<file path="src/design/xml_stream_tokenizer_top_assert.svh">
// Assertion macros shared by the tokenizer modules.
// Each use expects a signal named clk, and XST_ASSERT also rst_n, in the enclosing module.
`ifndef XML_STREAM_TOKENIZER_TOP_ASSERT_SVH
`define XML_STREAM_TOKENIZER_TOP_ASSERT_SVH
`ifndef SYNTHESIS
`define XST_ASSERT(lbl, prop) \
    lbl: assert property (@(posedge clk) disable iff (!rst_n) prop) \
        else $error("xml tokenizer assertion failed");
`define XST_ASSERT_ALWAYS(lbl, prop) \
    lbl: assert property (@(posedge clk) prop) \
        else $error("xml tokenizer assertion failed");
`else
`define XST_ASSERT(lbl, prop)
`define XST_ASSERT_ALWAYS(lbl, prop)
`endif
`endif

</file>
<file path="src/design/xst_pkg.sv">
package xst_pkg;

    localparam int MAX_RESULTS = 5;
    localparam int RES_CNT_W   = $clog2(MAX_RESULTS + 1);
    localparam int QUEUE_DEPTH = 8;

    typedef enum logic [2:0] {
        EV_NAME  = 3'd0,
        EV_START = 3'd1,
        EV_END   = 3'd2,
        EV_ATTR  = 3'd3,
        EV_VALUE = 3'd4,
        EV_DONE  = 3'd5,
        EV_ERROR = 3'd6
    } event_kind_t;

    localparam logic [7:0] CH_LT    = 8'h3C;
    localparam logic [7:0] CH_GT    = 8'h3E;
    localparam logic [7:0] CH_QM    = 8'h3F;
    localparam logic [7:0] CH_BANG  = 8'h21;
    localparam logic [7:0] CH_SLASH = 8'h2F;
    localparam logic [7:0] CH_EQ    = 8'h3D;
    localparam logic [7:0] CH_DQ    = 8'h22;
    localparam logic [7:0] CH_SQ    = 8'h27;
    localparam logic [7:0] CH_AMP   = 8'h26;
    localparam logic [7:0] CH_SEMI  = 8'h3B;
    localparam logic [7:0] CH_A     = 8'h61;
    localparam logic [7:0] CH_M     = 8'h6D;
    localparam logic [7:0] CH_P     = 8'h70;
    localparam logic [7:0] CASE_BIT = 8'h20;

    typedef struct packed {
        logic       func;
        logic [7:0] byte_in;
    } in_item_t;

    typedef struct packed {
        event_kind_t event_kind;
        logic [7:0]  char_out;
        logic        last;
    } out_item_t;

    // Results of one request, slot 0 first, as handed from parser to queue.
    typedef struct packed {
        logic [RES_CNT_W-1:0]             count;
        out_item_t [MAX_RESULTS-1:0]      slot;
    } step_t;

endpackage

</file>
<file path="src/design/xst_parser.sv">
`include "xml_stream_tokenizer_top_assert.svh"

module xst_parser
    import xst_pkg::*;
(
    input  logic     clk,
    input  logic     rst_n,
    input  logic     accept,
    input  in_item_t item,
    output step_t    step
);

    typedef enum logic [3:0] {
        ST_WAIT       = 4'd0,
        ST_OPEN       = 4'd1,
        ST_SKIP       = 4'd2,
        ST_NAME       = 4'd3,
        ST_ATTR_SEEK  = 4'd4,
        ST_ATTR_NAME  = 4'd5,
        ST_EQ_SEEK    = 4'd6,
        ST_QUOTE_SEEK = 4'd7,
        ST_DQ_VALUE   = 4'd8,
        ST_SQ_VALUE   = 4'd9,
        ST_CLOSE      = 4'd10
    } pstate_t;

    pstate_t     state_reg, state_next;
    logic        stuck_reg, stuck_next;
    logic [2:0]  hc_reg, hc_next;
    logic [7:0]  hold_reg [4];

    logic        hold_we;
    logic [1:0]  hold_idx;
    logic [7:0]  hold_data;
    logic        do_flush;
    logic [1:0]  n_extra;
    event_kind_t ex0_kind, ex1_kind;
    logic [7:0]  ex0_char;
    logic [7:0]  c;
    logic        blank;
    logic        closing;
    logic [2:0]  fl_cnt;
    logic [2:0]  total;

    function automatic logic pat_hit(input logic [2:0] pos, input logic [7:0] ch);
        logic hit;
        case (pos)
            3'd0:    hit = (ch == CH_AMP);
            3'd1:    hit = ((ch | CASE_BIT) == CH_A);
            3'd2:    hit = ((ch | CASE_BIT) == CH_M);
            3'd3:    hit = ((ch | CASE_BIT) == CH_P);
            default: hit = 1'b0;
        endcase
        return hit;
    endfunction

    assign c     = item.byte_in;
    assign blank = c inside {8'h20, 8'h09, 8'h0D, 8'h0A};

    always_comb
    begin
        state_next = state_reg;
        stuck_next = stuck_reg;
        hc_next    = hc_reg;
        hold_we    = 1'b0;
        hold_idx   = 2'd0;
        hold_data  = c;
        do_flush   = 1'b0;
        n_extra    = 2'd0;
        ex0_kind   = EV_NAME;
        ex0_char   = 8'd0;
        ex1_kind   = EV_NAME;
        closing    = (state_reg == ST_DQ_VALUE && c == CH_DQ) ||
                     (state_reg == ST_SQ_VALUE && c == CH_SQ);

        if (item.func)
        begin
            state_next = ST_WAIT;
            stuck_next = 1'b0;
            hc_next    = 3'd0;
        end
        else if (!stuck_reg)
        begin
            case (state_reg)
                ST_WAIT:
                begin
                    if (c == CH_LT)
                        state_next = ST_OPEN;
                end
                ST_OPEN:
                begin
                    if (c == CH_QM || c == CH_BANG)
                        state_next = ST_SKIP;
                    else if (c == CH_SLASH)
                        state_next = ST_CLOSE;
                    else
                    begin
                        n_extra    = 2'd1;
                        ex0_kind   = EV_NAME;
                        ex0_char   = c;
                        state_next = ST_NAME;
                    end
                end
                ST_SKIP:
                begin
                    if (c == CH_GT)
                        state_next = ST_WAIT;
                end
                ST_NAME:
                begin
                    if (c == CH_SLASH)
                    begin
                        n_extra    = 2'd2;
                        ex0_kind   = EV_START;
                        ex1_kind   = EV_END;
                        state_next = ST_SKIP;
                    end
                    else if (!blank && c != CH_GT)
                    begin
                        n_extra  = 2'd1;
                        ex0_kind = EV_NAME;
                        ex0_char = c;
                    end
                    else
                    begin
                        n_extra    = 2'd1;
                        ex0_kind   = EV_START;
                        state_next = (c == CH_GT) ? ST_WAIT : ST_ATTR_SEEK;
                    end
                end
                ST_ATTR_SEEK:
                begin
                    if (c == CH_GT)
                        state_next = ST_WAIT;
                    else if (c == CH_SLASH)
                    begin
                        n_extra    = 2'd1;
                        ex0_kind   = EV_END;
                        state_next = ST_WAIT;
                    end
                    else if (!blank)
                    begin
                        n_extra    = 2'd1;
                        ex0_kind   = EV_ATTR;
                        ex0_char   = c;
                        state_next = ST_ATTR_NAME;
                    end
                end
                ST_ATTR_NAME:
                begin
                    if (c == CH_GT)
                    begin
                        n_extra    = 2'd1;
                        ex0_kind   = EV_ERROR;
                        stuck_next = 1'b1;
                    end
                    else if (c == CH_EQ)
                        state_next = ST_QUOTE_SEEK;
                    else if (!blank)
                    begin
                        n_extra  = 2'd1;
                        ex0_kind = EV_ATTR;
                        ex0_char = c;
                    end
                    else
                        state_next = ST_EQ_SEEK;
                end
                ST_EQ_SEEK:
                begin
                    if (c == CH_EQ)
                        state_next = ST_QUOTE_SEEK;
                    else if (!blank)
                    begin
                        n_extra    = 2'd1;
                        ex0_kind   = EV_ERROR;
                        stuck_next = 1'b1;
                    end
                end
                ST_QUOTE_SEEK:
                begin
                    if (c == CH_DQ)
                        state_next = ST_DQ_VALUE;
                    else if (c == CH_SQ)
                        state_next = ST_SQ_VALUE;
                    else if (!blank)
                    begin
                        n_extra    = 2'd1;
                        ex0_kind   = EV_ERROR;
                        stuck_next = 1'b1;
                    end
                end
                ST_DQ_VALUE, ST_SQ_VALUE:
                begin
                    if (closing)
                    begin
                        do_flush   = 1'b1;
                        hc_next    = 3'd0;
                        n_extra    = 2'd1;
                        ex0_kind   = EV_DONE;
                        state_next = ST_ATTR_SEEK;
                    end
                    else if (hc_reg >= 3'd4 && c == CH_SEMI)
                    begin
                        // A complete escape collapses to one held ampersand.
                        hold_we   = 1'b1;
                        hold_data = CH_AMP;
                        hc_next   = 3'd1;
                    end
                    else if (hc_reg < 3'd4 && pat_hit(hc_reg, c))
                    begin
                        hold_we  = 1'b1;
                        hold_idx = hc_reg[1:0];
                        hc_next  = hc_reg + 3'd1;
                    end
                    else
                    begin
                        // The match is broken: release what is held first.
                        do_flush = 1'b1;
                        if (c == CH_AMP)
                        begin
                            hold_we = 1'b1;
                            hc_next = 3'd1;
                        end
                        else
                        begin
                            hc_next  = 3'd0;
                            n_extra  = 2'd1;
                            ex0_kind = EV_VALUE;
                            ex0_char = c;
                        end
                    end
                end
                ST_CLOSE:
                begin
                    if (c == CH_GT)
                    begin
                        n_extra    = 2'd1;
                        ex0_kind   = EV_END;
                        state_next = ST_WAIT;
                    end
                end
                default:
                begin
                    state_next = state_reg;
                end
            endcase
        end
    end

    assign fl_cnt = do_flush ? hc_reg : 3'd0;
    assign total  = fl_cnt + {1'b0, n_extra};

    always_comb
    begin
        step.count = RES_CNT_W'(total);
        for (int k = 0; k < MAX_RESULTS; k++)
        begin
            if (3'(k) < fl_cnt)
            begin
                step.slot[k].event_kind = EV_VALUE;
                step.slot[k].char_out   = hold_reg[2'(k)];
            end
            else if (3'(k) == fl_cnt)
            begin
                step.slot[k].event_kind = ex0_kind;
                step.slot[k].char_out   = ex0_char;
            end
            else
            begin
                step.slot[k].event_kind = ex1_kind;
                step.slot[k].char_out   = 8'd0;
            end
            step.slot[k].last = (total != 3'd0) && (3'(k) == total - 3'd1);
        end
    end

    always_ff @(posedge clk or negedge rst_n)
    begin
        if (!rst_n)
        begin
            state_reg <= ST_WAIT;
            stuck_reg <= 1'b0;
            hc_reg    <= 3'd0;
        end
        else if (accept)
        begin
            state_reg <= state_next;
            stuck_reg <= stuck_next;
            hc_reg    <= hc_next;
        end
    end

    always_ff @(posedge clk)
    begin
        if (accept && hold_we)
            hold_reg[hold_idx] <= hold_data;
    end

    `XST_ASSERT(a_stuck_silent, (stuck_reg && !item.func) |-> (step.count == RES_CNT_W'(0)))
    `XST_ASSERT(a_restart_idle, (accept && item.func) |=> (state_reg == ST_WAIT && hc_reg == 3'd0 && !stuck_reg))
    `XST_ASSERT(a_hold_bound, hc_reg <= 3'd4)

endmodule

</file>
<file path="src/design/xml_stream_tokenizer_top.sv">
// The results of an accepted request are registered into the result queue.
// Throughput: one request per cycle; a request giving n results drains
// through the eight-entry result queue at one result per cycle while result_stall
// is low, and new requests are held off while more than three results wait in it.
// Reset: rst_n clears parse state, error flag, escape hold count and queue.
`include "xml_stream_tokenizer_top_assert.svh"

module xml_stream_tokenizer_top
    import xst_pkg::*;
(
    input  logic      clk,
    input  logic      rst_n,
    input  logic      item_valid,
    output logic      item_stall,
    input  in_item_t  item,
    output logic      result_valid,
    input  logic      result_stall,
    output out_item_t result
);

    localparam int PTR_W = $clog2(QUEUE_DEPTH);
    localparam int CNT_W = $clog2(QUEUE_DEPTH + 1);
    localparam logic [CNT_W-1:0] ACCEPT_MAX = CNT_W'(QUEUE_DEPTH - MAX_RESULTS);

    step_t            step;
    logic             accept;
    logic             pop;
    logic [RES_CNT_W-1:0] push_n;

    out_item_t        q_reg [QUEUE_DEPTH];
    logic [PTR_W-1:0] wr_ptr_reg, wr_ptr_next;
    logic [PTR_W-1:0] rd_ptr_reg, rd_ptr_next;
    logic [CNT_W-1:0] count_reg, count_next;

    xst_parser u_parser (
        .clk    (clk),
        .rst_n  (rst_n),
        .accept (accept),
        .item   (item),
        .step   (step)
    );

    // Room for the largest burst of one request must be free before it is taken.
    assign item_stall   = count_reg > ACCEPT_MAX;
    assign accept       = item_valid && !item_stall;
    assign result_valid = count_reg != '0;
    assign result       = q_reg[rd_ptr_reg];
    assign pop          = result_valid && !result_stall;
    assign push_n       = accept ? step.count : '0;

    assign wr_ptr_next = wr_ptr_reg + PTR_W'(push_n);
    assign rd_ptr_next = rd_ptr_reg + PTR_W'(pop);
    assign count_next  = count_reg + CNT_W'(push_n) - CNT_W'(pop);

    always_ff @(posedge clk or negedge rst_n)
    begin
        if (!rst_n)
        begin
            wr_ptr_reg <= '0;
            rd_ptr_reg <= '0;
            count_reg  <= '0;
        end
        else
        begin
            wr_ptr_reg <= wr_ptr_next;
            rd_ptr_reg <= rd_ptr_next;
            count_reg  <= count_next;
        end
    end

    always_ff @(posedge clk)
    begin
        for (int k = 0; k < MAX_RESULTS; k++)
        begin
            if (RES_CNT_W'(k) < push_n)
                q_reg[wr_ptr_reg + PTR_W'(k)] <= step.slot[k];
        end
    end

    `XST_ASSERT(a_count_bound, count_reg <= CNT_W'(QUEUE_DEPTH))
    `XST_ASSERT(a_push_visible, (accept && step.count != RES_CNT_W'(0)) |=> result_valid)
    `XST_ASSERT(a_drain_one, (pop && !accept) |=> (count_reg == $past(count_reg) - CNT_W'(1)))

endmodule
</file>
<file path="config.mk">
export PLATFORM = sky130hd
export DESIGN_NAME = xml_stream_tokenizer_top
export DESIGN_NICKNAME = d
export VERILOG_FILES = /design/src/design/xst_pkg.sv /design/src/design/xst_parser.sv /design/src/design/xml_stream_tokenizer_top.sv
export VERILOG_INCLUDE_DIRS = /design/src /design/src/design
export SDC_FILE = /design/constraint.sdc
export NUM_CORES = 1
export LEC_CHECK = 0
export ABC_AREA = 1
export ABC_CLOCK_PERIOD_IN_PS = 6200
export BUFFER_PORTS_ARGS = -buffer_cell sky130_fd_sc_hd__clkbuf_2
export CAP_MARGIN = 20
export CORE_MARGIN = 5
export CORE_UTILIZATION = 30
export DETAILED_ROUTE_END_ITERATION = 8
export GPL_TIMING_DRIVEN = 0
export HOLD_SLACK_MARGIN = 0.1
export PLACE_DENSITY_LB_ADDON = 0.1
export SLEW_MARGIN = 20
export SYNTH_ARGS = -nofsm -noshare
export SYNTH_HDL_FRONTEND = slang
export SYNTH_HIERARCHICAL = 1
export SYNTH_SLANG_ARGS = --single-unit
</file>
<file path="constraint.sdc">
create_clock -name clk -period 6.2 [get_ports clk]
set_clock_uncertainty 0.15 [all_clocks]
set_input_delay 0 -clock clk [delete_from_list [all_inputs] [get_ports clk]]
set_output_delay 0 -clock clk [all_outputs]
set_load 0.005 [all_outputs]
</file>
* Word-level counts from Yosys, hierarchy flattened
Memories as Yosys holds them, arrays and structs flattened.
Cells that the tools add are included.
** Cells by class
- Magnitude comparators :: 13
- Multiplexer cells :: 146
- Shift operators :: 0
- Bitwise operators :: 0
- Reduce and logical (&&, ||, !) cells :: 31
- Multipliers :: 0
- Equal/unequal tests :: 49
- Add/sub/neg operators :: 11
- Div/mod/pow operators :: 0
** Operators with widths (count)
- two-way mux 8 bit :: 20
- two-way mux 11 bit :: 10
- equality test 8 x 6 -> 1 bit, second input constant :: 11
- two-way mux 3 bit :: 27
- two-way mux 4 bit :: 18
- two-way mux 1 bit :: 44
- two-way mux 2 bit :: 21
- case mux 8 bit (5 select lines) :: 1
- case mux 4 bit (9 select lines) :: 1
- equality test 8 x 4 -> 1 bit, second input constant :: 3
- equality test 7 x 6 -> 1 bit, second input constant :: 3
- case mux 3 bit (7 select lines) :: 1
- equality test 4 x 3 -> 1 bit, second input constant :: 4
- case mux 2 bit (8 select lines) :: 1
- logical AND 1 bit :: 13
- equality test 2 x 3 -> 1 bit, first input constant :: 4
- equality test 4 bit, second input constant :: 3
- < comparator 1 x 3 -> 1 bit, first input constant :: 4
- < comparator 2 x 3 -> 1 bit, first input constant :: 4
- AND reduction 12 bit :: 1
- nonzero test 10 bit :: 1
- logical NOT 3 bit :: 3
- inequality test 3 x 2 -> 1 bit, second input constant :: 3
- equality test 4 x 2 -> 1 bit, second input constant :: 2
- 35 further kinds :: 47
** Word-level totals
- Bits in latches :: 0
- Bits in registers :: 18
- Memory bits (writable) :: 128
- Memories kept :: 2
- Memory bits (read-only) :: 0
** Memories
- q_reg :: depth 8, width 12, read ports 1, clocked after Yosys merged registers in 0, wr ports 5, line xml_stream_tokenizer_top.sv:30 : out_item_t q_reg [QUEUE_DEPTH];
- u_parser.hold_reg :: depth 4, width 8, read ports 4, clocked after Yosys merged registers in 0, wr ports 1, line xst_parser.sv:30 : logic [7:0] hold_reg [4];

* Longest topological paths before layout
- Depth after elaboration :: 20
- Depth in mapped cells :: 29
- Mapped depth without buffers :: 26

* Hierarchy
Netlist, hierarchy kept.
** Modules (own cells, without submodules)
- xml_stream_tokenizer_top :: seq. area each 3133.0 um^2, area each 9888.2 um^2, times used 1, cells each 1619
- xst_parser :: seq. area each 1161.1 um^2, area each 3228.1 um^2, times used 1, cells each 479

* Least setup slack after synthesis
Ideal clock, no wire load.
- Kind :: flip-flop to flip-flop
- Start :: reg u_parser.hc_reg[0]
- End :: mem q_reg[7][0] in the netlist's numbering, enable pin
- Stages on the path, launching flop included :: 23
- Buffers on the path :: 2
- Arrival :: 3.790 ns
- Setup slack :: 1.849 ns
- Cell sequence :: dfrtp_1 > inv_1 > ha_1 > nand2_4 > inv_1 > nand2_1 > nand2_1 > nand3_2 > nand2_2 > nand2_2 > buf_6 > nand4_1 > a21oi_1 > ha_1 > inv_1 > fa_1 > nand4_1 > nand2_1 > nand3_4 > nand2_1 > buf_2 > a21oi_1 > nand4_1
** RTL lines
- start: declaration :: line xst_parser.sv:29 : logic [2:0] hc_reg, hc_next;
- start signal: assignment :: line xst_parser.sv:289 : hc_reg <= hc_next;
- end: declaration :: line xml_stream_tokenizer_top.sv:30

==> flow_summary_export.csv <==
group,metric,value,unit
sta,fmax,0.173,GHz
final_layout,multiInputGateArea,7350,sq um
yosys,ys_types,46,
sta,fin_crit_sh,93.0,%
pwr,vdd_drop_max,199,uV
sta,setup_viol,0,
min_path,min_to,"u_parser/state_reg[3]",
yosys,ys_seq_area_share,32.7,%
global_route,overflow,0,
worst_setup_path,cp_cell_sequence,"inv_1 -> ha_1 -> nand2_4 -> nand2_1 -> nand2_1 -> nand2_1 -> nand3_2 -> nand2_2 -> nand2_2 -> buf_6 -> nand4_1 -> a21oi_1 -> ha_1 -> inv_1 -> fa_1 -> nand4_1 -> nand2_1 -> nand3_4 -> nand2_1 -> buf_2 -> a21oi_1 -> nand4_1",
pwr,total_power,3.96,mW
global_route,grt_pass1_vias,13300,
worst_setup_path,cpMaxStageDelayCell,"nand4_1",
worst_setup_path,rr_startpoint,"u_parser/hc_reg[0]",
sta,final.setup.worst_slack,0.432,ns
cts,cts_max_level,4,
floorplan,dieWidth,219,microns
yosys,ys_seq_elements,146,
min_path,holdCritStartpoint,"item[8]",
worst_setup_path,required,5.97,ns
global_route,met2_usage,37.1,%
place,dp_hpwl,46.8,mm
floorplan,coreArea,43200,sq um
place,post-place-cells,2708,
cts,cts_tree,"done",
sta,maxSlewViolCount,0,
yosys,postSynthAreaPerCell,6.25,sq um
global_route,busiest_layer,"met1",
final_layout,layout-drive-gt1-share,9.30,%
final_layout,largest_register_ffs,96,
yosys,syn-num-nets,2131,
yosys,synthesis.area,13100,sq um
final_layout,final_cell_count_no_fill,2756,
worst_setup_path,r2r_cells,22,
pwr,p_leak,7.26,nW
route,drtPass1Iterations,5,
cts,numCtsBuffers,17,
floorplan,die_h,219,microns
route,viasPerCell,5.22,
global_route,grt_pass1_wl,91.0,mm
worst_setup_path,reg2reg_to,"q_reg[7][0]",
global_route,grt_max_degree,19,
floorplan,rows,76,
yosys,ys_async_sr_fraction,12.3,%
cts,clk_pin_slew_worst_paths,0.06,ns
worst_setup_path,start_kind,"flip-flop",
final_layout,layout_commonest_cell,"nand2_1",
place,place.gp.congestion,0.981,
worst_setup_path,path_max_fanout,12,
sta,setup_tns,0,ns
final_layout,ff_latch_area,4290,sq um
final_layout,fillers,4832,
global_route,grt_use_met3,7.10,%
worst_setup_path,crit_path_frequent_cell,"nand2_1",
cts,ctsHoldBuffers,15,
route,ant_nets,0,
cts,clock_path_buffers,2,
final_layout,fin_util,34.0,%
route,remaining_drc_errors,0,
flow_run,drv_cap,0,
cts,insertion_delay,0.48,ns
worst_setup_path,critPathTopFamily,"simple AND/OR/NAND/NOR gates",
floorplan,initial_core_util,30.4,%
floorplan,io-pin-count,27,
global_route,track_usage,26.2,%
yosys,syn_inst,2098,
pwr,p_per_area,269,nW/um^2
route,drt_wl_total,62.6,mm
sta,worst_slew_pin_slew,1.05,ns
place,place_ws,0.385,ns
outcome,outcome,"completed",
sta,hold_violations,0,
global_route,met1_usage,37.3,%
worst_setup_path,crit_type,"reg2reg",
cts,clock-root-buffer,"clkbuf_16",
worst_setup_path,cp-end-kind,"flip-flop",
final_layout,areaGrowthSynthToFinish,12.0,%
sta,fin_hold_ws,0.319,ns
cts,cts.sinks,146,
final_layout,finalNetCount,2191,
yosys,synth_ff_type,"edfxtp_1",
final_layout,design_area,14700,sq um
final_layout,mostFrequentLayoutCells,"nand2_1 (819), nand3_1 (307), inv_1 (197), nor2_1 (174), edfxtp_1 (128)",
route,vias,14400,
yosys,synth-edff-count,128,
cts,cts_resized,0,
sta,rsz0062_at_grt,"false",
sta,final.min_clock_period,5.77,ns
cts,cts_setup_buffers,0,
yosys,yosysWarningCount,6,
place,postPlaceCellArea,14000,sq um
worst_setup_path,slowest_delay,0.95,ns
worst_setup_path,cp.arrival,5.54,ns
route,drt_iter0_drc,1771,
route,post_drt_wl_per_cell,22.7,microns
worst_setup_path,crit_buf_inv,4,
place,io_buffers,25,
min_path,hold_depth,5,
global_route,antenna_found_initial,1,
sta,max_slew_margin,30.0,%
final_layout,diodes,0,
min_path,hp-class,"in2reg",
floorplan,die-area,48000,sq um
worst_setup_path,reg2reg_setup_slack,0.43,ns
[area by class of cell]
| cell class | count | share of cell area, % |
|---|---|---|
| Sequential cell | 146 | 29.2 |
| Clock inverter | 7 | 0.596 |
| Timing Repair Buffer | 41 | 1.91 |
| Buffer | 133 | 4.43 |
| Inverter | 216 | 5.58 |
| Clock buffer | 25 | 3.24 |
| Multi-Input combinational cell | 1603 | 50.0 |
| Tap cell | 585 | 4.98 |
[synthesized netlist by cell type (8+ instances only)]
| cell type | instances | area share (%) |
|---|---|---|
| buf_4 | 13 | 0.74 |
| o32ai_1 | 24 | 1.6 |
| nand2_1 | 819 | 23 |
| ha_1 | 17 | 1.6 |
| a21oi_1 | 105 | 4.0 |
| inv_2 | 14 | 0.40 |
| nand3_1 | 307 | 12 |
| buf_2 | 53 | 2.0 |
| o21ai_0 | 52 | 2.0 |
| clkbuf_1 | 47 | 1.3 |
| nand4_1 | 21 | 1.0 |
| inv_1 | 197 | 5.6 |
| nor3_1 | 12 | 0.46 |
| nor2_1 | 174 | 5.0 |
| edfxtp_1 | 128 | 29 |
| nand2_2 | 8 | 0.38 |
| nor2_2 | 18 | 0.86 |
| clkbuf_2 | 11 | 0.42 |
| dfrtp_1 | 18 | 3.4 |
[cells by family (layout without fill, tap and decap cells)]
kind of cell | Yosys count | after routing | synth area share, %
adder cells (fa/ha/maj) | 20 | 20 | 2.08
flip-flops | 146 | 146 | 32.7
XOR/XNOR | 6 | 6 | 0.401
AND/OR/NAND/NOR | 1386 | 1386 | 45.4
buffers and inverters | 349 | 422 | 11.2
AO/OA/AOI/OAI | 191 | 191 | 8.13
[worst max path at each step]
stage | from | to | slack (ns) | cells after the start
finish | u_parser/hc_reg[0] | q_reg[7][0] | 0.43 | 22
global route | u_parser/hc_reg[0] | q_reg[7][11] | 0.05 | 22
CTS | u_parser/hc_reg[0] | q_reg[7][0] | 0.36 | 22
detailed placement | u_parser/hc_reg[0] | q_reg[7][11] | 0.39 | 22
global placement | u_parser/hc_reg[0] | q_reg[7][11] | 0.41 | 22
floorplan | u_parser/hc_reg[0] | q_reg[7][0] | 1.85 | 22
[tightest hold or removal path: cells and delay by family]
kind / cells / cell delay, ns
AOI/OAI and AO/OA: 2 / 0.14
buffers and inverters: 2 / 0.71
and+or+nand+nor: 1 / 0.06
[metal layers]
layer,vias to the layer above,share of wire (%)
met1,6750,45
met3,110,10
met2,642,40
met4,2,4.5
met5,-,0.019
li1,6878,-
[report_power, final]
part	switching (mW)	internal [mW]	total, mW	leakage [nW]
clock	0.436	0.609	1.04	0.275
combinational	1.23	0.483	1.71	5.57
sequential	0.0638	1.13	1.20	1.42
total	1.73	2.23	3.96	7.26
No activity file was read; power rests on OpenSTA's default activity.
